==> src/design/cmas_pkg.sv <==
// ---------------------------------------------------------------------------
// cmas_pkg
// Shared widths, constants and link types of the compass median smoother.
// ---------------------------------------------------------------------------
package cmas_pkg;

   // Window geometry
   localparam int WINDOW_HALF  = 5;
   localparam int WINDOW_TOTAL = 2 * WINDOW_HALF - 1;
   localparam int SLOT_W       = (WINDOW_TOTAL > 1) ? $clog2(WINDOW_TOTAL) : 1;
   localparam int CNT_W        = $clog2(WINDOW_TOTAL + 1);

   // Field widths
   localparam int HEAD_W = 12;
   localparam int VAL_W  = 13;
   localparam int GAIN_W = 16;
   localparam int FRAC_W = 16;
   localparam int AVG_W  = 28;

   // Heading constants, tenths of a degree
   localparam int FULL_TURN = 3600;
   localparam int HALF_TURN = 1800;
   localparam int SENTINEL  = 4500;

   localparam logic [HEAD_W-1:0] FULL_TURN_H = HEAD_W'(FULL_TURN);
   localparam logic [VAL_W-1:0]  SENTINEL_V  = VAL_W'(SENTINEL);
   localparam logic [AVG_W-1:0]  FULL_Q      = AVG_W'(FULL_TURN * (2 ** FRAC_W));
   localparam logic [AVG_W-1:0]  HALF_Q      = AVG_W'(HALF_TURN * (2 ** FRAC_W));
   localparam logic [GAIN_W-1:0] GAIN_RESET  = GAIN_W'(1966);

   // One stored window element: sample value, age slot it came in on, occupied
   typedef struct packed {
      logic [VAL_W-1:0]  value;
      logic [SLOT_W-1:0] slot;
      logic              valid;
   } entry_type;

   localparam entry_type EMPTY_ENTRY = '{value: SENTINEL_V, slot: '0, valid: 1'b0};

   // Broadcast to every cell of the window
   typedef struct packed {
      logic              load;
      logic              full;
      logic [VAL_W-1:0]  value;
      logic [SLOT_W-1:0] slot;
   } bcast_type;

   // Link from a cell to the next higher cell
   typedef struct packed {
      entry_type entry;   // compacted element at this position
      logic      le;      // that element is not above the new sample
      logic      gone;    // the evicted element sits at or below this position
   } link_type;

   // Median tap of the window
   typedef struct packed {
      logic              valid;
      logic [HEAD_W-1:0] value;
   } median_type;

   // Step strobes into the smoothing datapath
   typedef struct packed {
      logic diff;
      logic fold;
      logic mul;
      logic sum;
   } step_type;

endpackage

==> src/design/cmas_req_if.sv <==
// ---------------------------------------------------------------------------
// cmas_req_if
// Input channel: one heading sample and mode bit per item.
// ---------------------------------------------------------------------------
interface cmas_req_if;
   logic                        valid;
   logic                        ready;
   logic                        op;
   logic [cmas_pkg::HEAD_W-1:0] heading_sample;

   modport source (output valid, op, heading_sample, input ready);
   modport sink   (input valid, op, heading_sample, output ready);
endinterface

==> src/design/cmas_rsp_if.sv <==
// ---------------------------------------------------------------------------
// cmas_rsp_if
// Result channel: smoothed heading and window median per item.
// ---------------------------------------------------------------------------
interface cmas_rsp_if;
   logic                        valid;
   logic                        ready;
   logic [cmas_pkg::HEAD_W-1:0] heading_out;
   logic [cmas_pkg::HEAD_W-1:0] median_out;
   logic                        median_valid;

   modport source (output valid, heading_out, median_out, median_valid, input ready);
   modport sink   (input valid, heading_out, median_out, median_valid, output ready);
endinterface

==> src/design/cmas_cell.sv <==
// ---------------------------------------------------------------------------
// cmas_cell
// One position of the sorted window: evict, compact and insert in one step.
// ---------------------------------------------------------------------------
module cmas_cell (
   input  logic                 clock,
   input  logic                 reset,
   input  cmas_pkg::bcast_type  bcast,
   input  cmas_pkg::link_type   lo_link,   // from the cell below
   input  cmas_pkg::entry_type  hi_entry,  // stored element of the cell above
   output cmas_pkg::link_type   hi_link,   // to the cell above
   output cmas_pkg::entry_type  entry
);

   cmas_pkg::entry_type ent_ff;
   cmas_pkg::entry_type ent_in;
   cmas_pkg::entry_type packed_ent;
   cmas_pkg::entry_type new_ent;
   logic                evict;
   logic                gone;
   logic                packed_le;

   always_comb begin
      // the oldest element leaves; everything above it slides down one place
      evict      = bcast.full && ent_ff.valid && (ent_ff.slot == bcast.slot);
      gone       = lo_link.gone || evict;
      packed_ent = gone ? hi_entry : ent_ff;
      packed_le  = (packed_ent.value <= bcast.value);

      new_ent.value = bcast.value;
      new_ent.slot  = bcast.slot;
      new_ent.valid = 1'b1;

      // keep, take the new sample, or take the one from below
      priority if (packed_le) begin
         ent_in = packed_ent;
      end else if (lo_link.le) begin
         ent_in = new_ent;
      end else begin
         ent_in = lo_link.entry;
      end

      hi_link.entry = packed_ent;
      hi_link.le    = packed_le;
      hi_link.gone  = gone;
   end

   always_ff @(posedge clock) begin
      if (reset) begin
         ent_ff <= cmas_pkg::EMPTY_ENTRY;
      end else if (bcast.load) begin
         ent_ff <= ent_in;
      end
   end

   assign entry = ent_ff;

endmodule

==> src/design/cmas_window.sv <==
// ---------------------------------------------------------------------------
// cmas_window
// Row of sorted cells with age slot counter and fill count; median tap.
// ---------------------------------------------------------------------------
module cmas_window (
   input  logic                        clock,
   input  logic                        reset,
   input  logic                        load,
   input  logic [cmas_pkg::HEAD_W-1:0] sample,
   output cmas_pkg::median_type        median
);

   localparam int WT = cmas_pkg::WINDOW_TOTAL;

   logic [cmas_pkg::SLOT_W-1:0] oldest_ff, oldest_in;
   logic [cmas_pkg::CNT_W-1:0]  fill_ff, fill_in;
   logic                        full;
   cmas_pkg::bcast_type         bcast;
   cmas_pkg::link_type          link [WT+1];
   cmas_pkg::entry_type         ent  [WT+1];

   assign full = (fill_ff == cmas_pkg::CNT_W'(WT));

   always_comb begin
      bcast.load  = load;
      bcast.full  = full;
      bcast.value = cmas_pkg::VAL_W'(sample);
      bcast.slot  = oldest_ff;
   end

   // chain ends: nothing below the first cell, an empty slot above the last
   always_comb begin
      link[0].entry = cmas_pkg::EMPTY_ENTRY;
      link[0].le    = 1'b1;
      link[0].gone  = 1'b0;
      ent[WT]       = cmas_pkg::EMPTY_ENTRY;
   end

   for (genvar i = 0; i < WT; i++) begin : g_cell
      cmas_cell u_cell (
         .clock    (clock),
         .reset    (reset),
         .bcast    (bcast),
         .lo_link  (link[i]),
         .hi_entry (ent[i+1]),
         .hi_link  (link[i+1]),
         .entry    (ent[i])
      );
   end

   always_comb begin
      oldest_in = oldest_ff;
      fill_in   = fill_ff;
      if (load) begin
         oldest_in = (oldest_ff == cmas_pkg::SLOT_W'(WT - 1)) ? '0
                                                              : oldest_ff + 1'b1;
         if (!full) begin
            fill_in = fill_ff + 1'b1;
         end
      end
   end

   always_ff @(posedge clock) begin
      if (reset) begin
         oldest_ff <= '0;
         fill_ff   <= '0;
      end else begin
         oldest_ff <= oldest_in;
         fill_ff   <= fill_in;
      end
   end

   always_comb begin
      median.valid = full;
      median.value = ent[cmas_pkg::WINDOW_HALF-1].value[cmas_pkg::HEAD_W-1:0];
   end

endmodule

==> src/design/cmas_smoother.sv <==
// ---------------------------------------------------------------------------
// cmas_smoother
// Running average: angular difference, fold, gain multiply, wrapped sum.
// ---------------------------------------------------------------------------
module cmas_smoother (
   input  logic                        clock,
   input  logic                        reset,
   input  cmas_pkg::step_type          step,
   input  logic                        op,
   input  logic [cmas_pkg::HEAD_W-1:0] sample,
   input  cmas_pkg::median_type        median,
   input  logic [cmas_pkg::GAIN_W-1:0] gain,
   output logic [cmas_pkg::HEAD_W-1:0] heading
);

   localparam int AW = cmas_pkg::AVG_W;
   localparam int FW = cmas_pkg::FRAC_W;
   localparam int PW = AW + cmas_pkg::GAIN_W;

   logic [AW-1:0]        avg_ff, avg_in;
   logic signed [AW:0]   diff_ff;
   logic [AW-1:0]        mag_ff;
   logic                 pos_ff;
   logic [AW-1:0]        delta_ff;

   logic [AW:0]          mag_abs;
   logic                 across;
   logic [PW-1:0]        prod;
   logic signed [AW+1:0] sum;
   logic signed [AW+1:0] sum_wrap;
   logic signed [AW+1:0] full_s;

   always_comb begin
      mag_abs = diff_ff[AW] ? (AW+1)'(-diff_ff) : diff_ff;
      across  = (mag_abs > {1'b0, cmas_pkg::HALF_Q});
      prod    = PW'(mag_ff) * PW'(gain);
      full_s  = $signed({2'b00, cmas_pkg::FULL_Q});
      sum     = pos_ff ? $signed({2'b00, avg_ff}) + $signed({2'b00, delta_ff})
                       : $signed({2'b00, avg_ff}) - $signed({2'b00, delta_ff});
      priority if (sum > full_s) begin
         sum_wrap = sum - full_s;
      end else if (sum < 0) begin
         sum_wrap = sum + full_s;
      end else begin
         sum_wrap = sum;
      end

      avg_in = avg_ff;
      if (step.sum) begin
         if (!op) begin
            avg_in = {sample, {FW{1'b0}}};
         end else if (median.valid) begin
            avg_in = sum_wrap[AW-1:0];
         end
      end
   end

   always_ff @(posedge clock) begin
      if (reset) begin
         avg_ff <= '0;
      end else begin
         avg_ff <= avg_in;
      end
   end

   // datapath stages
   always_ff @(posedge clock) begin
      if (step.diff) begin
         diff_ff <= $signed({1'b0, median.value, {FW{1'b0}}}) - $signed({1'b0, avg_ff});
      end
      if (step.fold) begin
         // across zero: take the short way round; a half turn stays put
         mag_ff <= across ? cmas_pkg::FULL_Q - mag_abs[AW-1:0] : mag_abs[AW-1:0];
         pos_ff <= across ? diff_ff[AW] : (!diff_ff[AW] && (diff_ff != '0));
      end
      if (step.mul) begin
         delta_ff <= prod[PW-1:FW];
      end
   end

   assign heading = avg_ff[AW-1:FW];

endmodule

==> src/design/compass_median_angular_smoother_core.sv <==
// ---------------------------------------------------------------------------
// compass_median_angular_smoother_core
// Median-of-window compass filter with angular exponential smoothing.
// ---------------------------------------------------------------------------
// Each accepted item carries one heading in tenths of a degree (3600..4095
// fold back by a full turn) and a mode bit. The sample replaces the oldest of
// the last WINDOW_TOTAL samples in a row of sorting cells; once the row is
// full its middle cell is the median. Mode 0 loads the running average with
// the sample; mode 1 moves the average toward the median by the shortest
// signed angular difference times csr_wr_data's Q0.16 gain and wraps it into
// 0..3600 (left alone until the median is valid). Per item: the accept edge
// updates the window, then difference, fold, multiply, wrapped sum, and a
// load into the result register. The next item is taken once that result
// register is loaded, so items do not overlap; a stalled result holds the
// block in its output step. The gain written on the csr port applies from the
// next item if the user writes it while idle; the block does not enforce it.
// ---------------------------------------------------------------------------
module compass_median_angular_smoother_core (
   input  logic                        clock,
   input  logic                        reset,
   cmas_req_if.sink                    req_chan,
   cmas_rsp_if.source                  rsp_chan,
   input  logic                        csr_wr_en,
   input  logic [cmas_pkg::GAIN_W-1:0] csr_wr_data
);

   // one-hot sequencer
   typedef enum logic [5:0] {
      ST_IDLE = 6'b000001,
      ST_DIFF = 6'b000010,
      ST_FOLD = 6'b000100,
      ST_MUL  = 6'b001000,
      ST_SUM  = 6'b010000,
      ST_OUT  = 6'b100000
   } state_type;

   state_type                   state_ff, state_in;
   logic [cmas_pkg::GAIN_W-1:0] gain_ff;
   logic                        op_ff;
   logic [cmas_pkg::HEAD_W-1:0] sample_ff;
   logic [cmas_pkg::HEAD_W-1:0] sample_fold;
   logic                        accept;
   logic                        out_free;
   logic                        out_load;
   cmas_pkg::step_type          step;
   cmas_pkg::median_type        median;
   logic [cmas_pkg::HEAD_W-1:0] heading;

   logic                        rsp_valid_ff, rsp_valid_in;
   logic [cmas_pkg::HEAD_W-1:0] rsp_heading_ff;
   logic [cmas_pkg::HEAD_W-1:0] rsp_median_ff;
   logic                        rsp_mvalid_ff;

   // fold out-of-range headings back by a full turn
   assign sample_fold = (req_chan.heading_sample >= cmas_pkg::FULL_TURN_H)
                        ? req_chan.heading_sample - cmas_pkg::FULL_TURN_H
                        : req_chan.heading_sample;

   assign req_chan.ready = (state_ff == ST_IDLE);
   assign accept         = req_chan.valid && req_chan.ready;
   assign out_free       = !rsp_valid_ff || rsp_chan.ready;
   assign out_load       = (state_ff == ST_OUT) && out_free;

   always_comb begin
      step.diff = (state_ff == ST_DIFF);
      step.fold = (state_ff == ST_FOLD);
      step.mul  = (state_ff == ST_MUL);
      step.sum  = (state_ff == ST_SUM);
   end

   // advance one step a cycle; hold in the output step while the result waits
   always_comb begin
      state_in = state_ff;
      unique case (state_ff)
         ST_IDLE: begin
            if (accept) state_in = ST_DIFF;
         end
         ST_DIFF: state_in = ST_FOLD;
         ST_FOLD: state_in = ST_MUL;
         ST_MUL:  state_in = ST_SUM;
         ST_SUM:  state_in = ST_OUT;
         ST_OUT: begin
            if (out_free) state_in = ST_IDLE;
         end
         default: state_in = ST_IDLE;
      endcase
   end

   always_ff @(posedge clock) begin
      if (reset) begin
         state_ff <= ST_IDLE;
         gain_ff  <= cmas_pkg::GAIN_RESET;
      end else begin
         state_ff <= state_in;
         if (csr_wr_en) begin
            gain_ff <= csr_wr_data;
         end
      end
   end

   // hold the item's mode and folded sample for the smoothing steps
   always_ff @(posedge clock) begin
      if (accept) begin
         op_ff     <= req_chan.op;
         sample_ff <= sample_fold;
      end
   end

   cmas_window u_window (
      .clock  (clock),
      .reset  (reset),
      .load   (accept),
      .sample (sample_fold),
      .median (median)
   );

   cmas_smoother u_smoother (
      .clock   (clock),
      .reset   (reset),
      .step    (step),
      .op      (op_ff),
      .sample  (sample_ff),
      .median  (median),
      .gain    (gain_ff),
      .heading (heading)
   );

   // result register: drop valid once taken, load a fresh item when free
   always_comb begin
      rsp_valid_in = rsp_valid_ff;
      priority if (out_load) begin
         rsp_valid_in = 1'b1;
      end else if (rsp_chan.ready) begin
         rsp_valid_in = 1'b0;
      end
   end

   always_ff @(posedge clock) begin
      if (reset) begin
         rsp_valid_ff <= 1'b0;
      end else begin
         rsp_valid_ff <= rsp_valid_in;
      end
   end

   always_ff @(posedge clock) begin
      if (out_load) begin
         rsp_heading_ff <= heading;
         rsp_median_ff  <= median.valid ? median.value : '0;
         rsp_mvalid_ff  <= median.valid;
      end
   end

   assign rsp_chan.valid        = rsp_valid_ff;
   assign rsp_chan.heading_out  = rsp_heading_ff;
   assign rsp_chan.median_out   = rsp_median_ff;
   assign rsp_chan.median_valid = rsp_mvalid_ff;

endmodule

==> src/flat_wrapper.sv <==
// flat-port wrapper written by rule: the top's interface ports become plain ports
module compass_median_angular_smoother_core_flat 
  (clock, reset, csr_wr_en, csr_wr_data, req_chan_valid, req_chan_op, req_chan_heading_sample, req_chan_ready, rsp_chan_valid, rsp_chan_heading_out, rsp_chan_median_out, rsp_chan_median_valid, rsp_chan_ready);
  cmas_req_if req_chan_i ();
  cmas_rsp_if rsp_chan_i ();
  input  logic clock;
  input  logic reset;
  input  logic csr_wr_en;
  input  logic [cmas_pkg::GAIN_W-1:0] csr_wr_data;
  input wire logic [$bits(req_chan_i.valid)-1:0] req_chan_valid;
  input wire logic [$bits(req_chan_i.op)-1:0] req_chan_op;
  input wire logic [$bits(req_chan_i.heading_sample)-1:0] req_chan_heading_sample;
  output wire logic [$bits(req_chan_i.ready)-1:0] req_chan_ready;
  output wire logic [$bits(rsp_chan_i.valid)-1:0] rsp_chan_valid;
  output wire logic [$bits(rsp_chan_i.heading_out)-1:0] rsp_chan_heading_out;
  output wire logic [$bits(rsp_chan_i.median_out)-1:0] rsp_chan_median_out;
  output wire logic [$bits(rsp_chan_i.median_valid)-1:0] rsp_chan_median_valid;
  input wire logic [$bits(rsp_chan_i.ready)-1:0] rsp_chan_ready;
  assign req_chan_i.valid = req_chan_valid;
  assign req_chan_i.op = req_chan_op;
  assign req_chan_i.heading_sample = req_chan_heading_sample;
  assign req_chan_ready = req_chan_i.ready;
  assign rsp_chan_valid = rsp_chan_i.valid;
  assign rsp_chan_heading_out = rsp_chan_i.heading_out;
  assign rsp_chan_median_out = rsp_chan_i.median_out;
  assign rsp_chan_median_valid = rsp_chan_i.median_valid;
  assign rsp_chan_i.ready = rsp_chan_ready;
  compass_median_angular_smoother_core u_core (.clock(clock), .reset(reset), .req_chan(req_chan_i), .rsp_chan(rsp_chan_i), .csr_wr_en(csr_wr_en), .csr_wr_data(csr_wr_data));
endmodule
==> config.mk <==
export PLATFORM = sky130hd
export DESIGN_NAME = compass_median_angular_smoother_core_flat
export DESIGN_NICKNAME = d
export VERILOG_FILES = /design/src/design/cmas_pkg.sv /design/src/design/cmas_req_if.sv /design/src/design/cmas_rsp_if.sv /design/src/design/cmas_cell.sv /design/src/design/cmas_window.sv /design/src/design/cmas_smoother.sv /design/src/design/compass_median_angular_smoother_core.sv /design/src/flat_wrapper.sv
export SDC_FILE = /design/constraint.sdc
export NUM_CORES = 2
export LEC_CHECK = 0
export ABC_AREA = 0
export BUFFER_PORTS_ARGS = -buffer_cell sky130_fd_sc_hd__buf_2
export CAP_MARGIN = 40
export CORE_MARGIN = 2
export CORE_UTILIZATION = 60
export CTS_BUF_LIST = sky130_fd_sc_hd__clkbuf_16
export DETAILED_ROUTE_END_ITERATION = 12
export PLACE_DENSITY_LB_ADDON = 0.08
export SLEW_MARGIN = 20
export SYNTH_ARGS = -nofsm -noshare
export SYNTH_HDL_FRONTEND = slang
export SYNTH_HIERARCHICAL = 1
export SYNTH_SLANG_ARGS = --single-unit
==> constraint.sdc <==
create_clock -name clock -period 11.8 [get_ports clock]
set_input_delay 2.95 -clock clock [delete_from_list [all_inputs] [get_ports clock]]
set_output_delay 2.95 -clock clock [all_outputs]
set_load 0.1 [all_outputs]
* Word level (Yosys, flattened, before mapping)
Index checks and enable logic that the tools add are counted.
** Word-level totals
- Input bits :: 34
- Flip-flop bits (word level) :: 345
- Output and inout port bits :: 27
- Word-level logic and storage cells :: 167
** Operators by class
- Eq/ne operators :: 21
- Reductions and logical operators :: 38
- Bitwise operators :: 1
- Magnitude comparators :: 13
- $add $sub $neg :: 10
- Multiplexer cells :: 41
- Multipliers :: 1
** Operators by type and width (number)
- $mux W18 :: 26
- $mux W28 :: 5
- $le A13 B12 Y1 :: 9
- $sub A28 B28 Y29 :: 2
- $mul A28 B16 Y44 :: 1
- $eq A4 B4 Y1 :: 9
- $pmux W6 S6 :: 1
- $gt A30 B29 Y1 const B :: 1
- $lt A30 B1 Y1 const B :: 1
- $mux W30 :: 1
- $add A28 B28 Y29 :: 1
- $gt A29 B27 Y1 const B :: 1
- $mux W29 :: 1
- $neg A29 Y29 :: 1
- $reduce_bool A29 Y1 :: 1
- $add A28 B26 Y28 const B :: 1
- $sub A28 B26 Y28 const B :: 1
- $sub A28 B28 Y28 const A :: 1
- $logic_and A1 B1 Y1 :: 21
- $ge A12 B12 Y1 const B :: 1
- $mux W12 :: 1
- $mux W6 :: 2
- $sub A12 B12 Y12 const B :: 1
- $logic_or A1 B1 Y1 :: 9
- 16 further kinds :: 26

* Depth between registers and ports, before layout
- Word-level depth :: 15
- Gate-level depth with buffers :: 48
- Depth with buffers taken out :: 30

* Hierarchy
The synthesis kept the hierarchy.
** By module, submodules not included
- cmas_smoother :: area each 23169.7 µm², cells an instance 2636, sequential area each 3143.0 µm², times used 1
- cmas_cell :: area each 1736.7 µm², cells an instance 185, sequential area each 360.3 µm², times used 9
- compass_median_angular_smoother_core :: area each 2301.0 µm², cells an instance 163, sequential area each 1601.5 µm², times used 1
- cmas_window :: area each 454.2 µm², cells an instance 52, sequential area each 160.2 µm², times used 1

* Worst setup path after synthesis
OpenSTA, ideal clock, no wires.
- Kind :: reg2reg
- From :: reg u_core/u_window/oldest_ff[1] (netlist name)
- To :: reg u_core.u_window.g_cell[8].u_cell.ent_ff (netlist bit u_core/u_window/g_cell[8].u_cell/entry[5])
- Required time :: 11.678 ns
- Setup slack :: 2.181 ns
- Cell stages (with the launch flop) :: 46
- Buffers on the path :: 18
- Library setup time :: 0.122 ns
- Period minus slack after synthesis :: 9.619 ns
- Arrival time :: 9.497 ns
- Cell sequence :: dfxtp_1 > xor2_1 > nor3_2 > a41oi_4 > buf_6 > inv_1 > buf_4 > a41oi_4 > buf_6 > inv_1 > buf_4 > a41oi_4 > buf_6 > inv_1 > buf_4 > a41oi_4 > buf_6 > inv_1 > (+10 left out) > buf_6 > inv_1 > buf_4 > a41oi_4 > buf_6 > mux2_4 > ha_1 > and3_4 > a221o_1 > a31o_1 > o21a_4 > clkinv_4 > buf_4 > buf_4 > buf_1 > mux2i_1 > nor3_1 > a311o_1
** RTL lines
- start, declared :: line cmas_window.sv:15 : logic [cmas_pkg::SLOT_W-1:0] oldest_ff, oldest_in;
- start signal, assigned :: line cmas_window.sv:68 : oldest_ff <= oldest_in;
- end signal, assigned :: line cmas_cell.sv:50 : ent_ff <= cmas_pkg::EMPTY_ENTRY;
- end signal, assigned :: line cmas_cell.sv:52 : ent_ff <= ent_in;
- end, declared :: line cmas_cell.sv:15 : cmas_pkg::entry_type ent_ff;

==> impl_results.md <==
- Insertion delay of the later-clocked pin in the worst-skew pair: 0.58 ns
- H-Tree Depth: 2
- Crit end category: flop
- Detailed router's first-iteration violation count: 2,342
- Number of global-route vias before repair: 32,700
- Unrepaired setup endpoints after global routing: no
- Final count of negative-setup-slack endpoints: 0
- Total setup buffers inserted after CTS: 0
- Number of buffers on the longest clock path: 3
- Final Slew Violations: 0
- DRT Pass-1 Iters: 8
- Worst Path Max Fanout: 53
- Core ar.: 68,600 um^2
- Total overflow reported by the global router: 0
- Transition time of the tightest slew-check pin: 0.883 ns
- Number of maximum-capacitance constraint violations: 0
- Worst Path Arrival: 8.88 ns
- Multi-input logic area: 29,800 um^2
- Clock tree from TritonCTS: built
- Via count: 32,400
- Run status: finished, final reports clean
- Syn_area_per_cell: 9.20 um^2
- Die span in x: 267 um
- Sequential cell area: 8150 um^2
- Total GRT Usage: 31.4%
- Final non-filler cell total: 5,445
- Ports: 61
- Setup TNS: 0 ns
- Routability congestion estimate: 0.902
- Data required time at the worst endpoint: 12.27 ns
- Crit path largest cell delay: 0.67 ns
- Final clock period utilization by the worst path: 71.3%
- Max-slew headroom at the worst pin: 40.7%
- Minimum period implied by the final worst setup slack: 8.41 ns
- Number of input and output port buffers inserted: 60
- Routed Wire Length: 110 mm
- Detailed Place HPWL: 81.5 mm
- Worst setup skew after layout: 0.0142 ns
- Hold Crit Class: reg2reg
- Maximum ir drop on the vdd rail: 0.000170 V
- Hold slack: 0.494 ns
- Starting Density: 60.6%
- Residual DRC count: 0
- Most numerous cell on the critical path: sky130_fd_sc_hd__inv_1
- Number of buffers created by CTS: 44
- Largest net degree at the start of global routing: 143
- Routed Antenna Nets: 0
- Post-CTS resize count: 0
- Chip Height: 267 um
- Overall die area: 71,300 um^2
- Cell with the largest stage delay on the worst path: sky130_fd_sc_hd__a41oi_4
- Critical Setup Path Class: reg2reg
- Number of sinks handled by clock tree synthesis: 345
- Startpoint class of the critical path: flop
- Post-layout nets: 5,184
- Global-route wire length before repair: 179 mm
- Quantity of hold-fixing buffers added after cts: 0
- Number of filler instances in the final layout: 5,834
- Antenna violations before repair: 1
- Average via count per standard cell: 5.95
- Power per unit of standard cell area: 145 nW/um^2
- Yosys Warn Count: 6
- WL/cell: 20.3 um
- Clock-pin slew reported for the worst setup and hold paths after clock tree synthesis: 0.06 ns
- Synth Instances: 4,513
- Area of the mapped netlist: 41,500 um^2
- Number of rows in the core area: 96
- Post-Place Cells: 5,355
- Proportion of layout cells with a drive suffix above 1: 13.8%
- P&R area growth vs syn: 6.04%
- Maximum clock frequency: 0.119 GHz
- Clk Tree Root Cell: sky130_fd_sc_hd__clkbuf_16
- Number of endpoints with negative hold slack in the final report: 0
- Leakage: 0.0194 uW
-- power breakdown --
part	internal, uW	total, uW	switching, uW
clock	789	1360	572
combinational	1490	3520	2040
sequential	1440	1490	53.5
-- flip-flops by register name, summed over array words and instances, names as in the netlist --
register,flops
u_core/sample_ff,12
u_core/rsp_chan.median_out,12
u_core/u_smoother/delta_ff,28
u_core/rsp_chan.median_valid,1
u_core/state_ff,6
u_core/gain_ff,16
u_core/rsp_chan.heading_out,12
u_core/u_smoother/pos_ff,1
u_core/rsp_chan.valid,1
u_core/u_window/g_cell.u_cell/entry,162
u_core/u_window/oldest_ff,4
u_core/op_ff,1
u_core/u_smoother/mag_ff,28
u_core/u_window/fill_ff,4
u_core/u_smoother/diff_ff,29
u_core/u_smoother/avg_ff,28
-- path summary, 6_finish.rpt --
kind                                                              start                                                     end  slack, ns  depth (start not counted)
worst max-delay path            u_core/u_window/fill_ff[1]$_SDFFE_PP0P_  u_core/u_window/g_cell[8].u_cell/entry[5]$_SDFFE_PP0P_       3.39                         34
worst min-delay path                     u_core/gain_ff[0]$_SDFFE_PP0P_                          u_core/gain_ff[0]$_SDFFE_PP0P_       0.49                          2
worst max register to register  u_core/u_window/fill_ff[1]$_SDFFE_PP0P_  u_core/u_window/g_cell[8].u_cell/entry[5]$_SDFFE_PP0P_       3.39                         34
worst min register to register           u_core/gain_ff[0]$_SDFFE_PP0P_                          u_core/gain_ff[0]$_SDFFE_PP0P_       0.49                          2
-- placed cells by master (no fill, tap or decap), types with 54 or more instances in the layout --
master / count
sky130_fd_sc_hd__inv_1: 625
sky130_fd_sc_hd__fa_1: 363
sky130_fd_sc_hd__nand2_1: 340
sky130_fd_sc_hd__ha_1: 309
sky130_fd_sc_hd__and2_1: 230
sky130_fd_sc_hd__dfxtp_1: 221
sky130_fd_sc_hd__nor2_1: 173
sky130_fd_sc_hd__a21oi_1: 157
sky130_fd_sc_hd__mux2i_1: 134
sky130_fd_sc_hd__nand3_1: 133
sky130_fd_sc_hd__nor3_1: 130
sky130_fd_sc_hd__edfxtp_1: 124
sky130_fd_sc_hd__or3b_2: 99
sky130_fd_sc_hd__xnor2_1: 98
sky130_fd_sc_hd__o21ai_0: 83
sky130_fd_sc_hd__o311ai_1: 82
sky130_fd_sc_hd__nor2b_1: 81
sky130_fd_sc_hd__mux2_4: 81
sky130_fd_sc_hd__mux2_2: 74
sky130_fd_sc_hd__nor3_2: 63
sky130_fd_sc_hd__buf_2: 60
sky130_fd_sc_hd__conb_1: 60
sky130_fd_sc_hd__xor2_1: 59
sky130_fd_sc_hd__buf_4: 54
-- layer usage --
metal	vias to the layer above	share of wire (%)	global-route usage, %
met1	15900	43	41.3
li1	15300	-	-
met5	-	0	0
met4	0	3.6	11.9
met3	226	5.4	4.04
met2	979	48	53.0
-- worst max-delay path: cells and delay by family (launching register included) --
family	cells	cell delay (ns)
AND/OR/NAND/NOR	3	0.36
adder cells (fa/ha/maj)	2	0.50
buffers and inverters	15	2.42
flip-flops	1	0.38
multiplexers	2	0.59
AO/OA/AOI/OAI	12	3.98
-- metrics by stage --
step	cell area [um^2]	worst slack (ns)	total power [uW]	utilization, %
detailed placement	42400	1.88	5000	61.9
finish	44000	3.39	6380	64.2
floorplan	41800	2.18	4180	-
global route	44000	2.95	6970	64.2
global placement	42200	2.02	4990	61.5
CTS	43900	1.88	6440	64.0
-- final cells by class --
cell class / count / share of cell area [%]
well taps: 931 / 2.64
diodes: 1 / 0.00568
flip-flops and latches: 345 / 18.5
clock inverters: 34 / 0.599
repair buffers: 136 / 2.41
multi-input cells: 3326 / 67.7
clock buffers: 47 / 2.67
inverters: 625 / 5.43
Note: power is estimated with default switching activity, not from simulation.
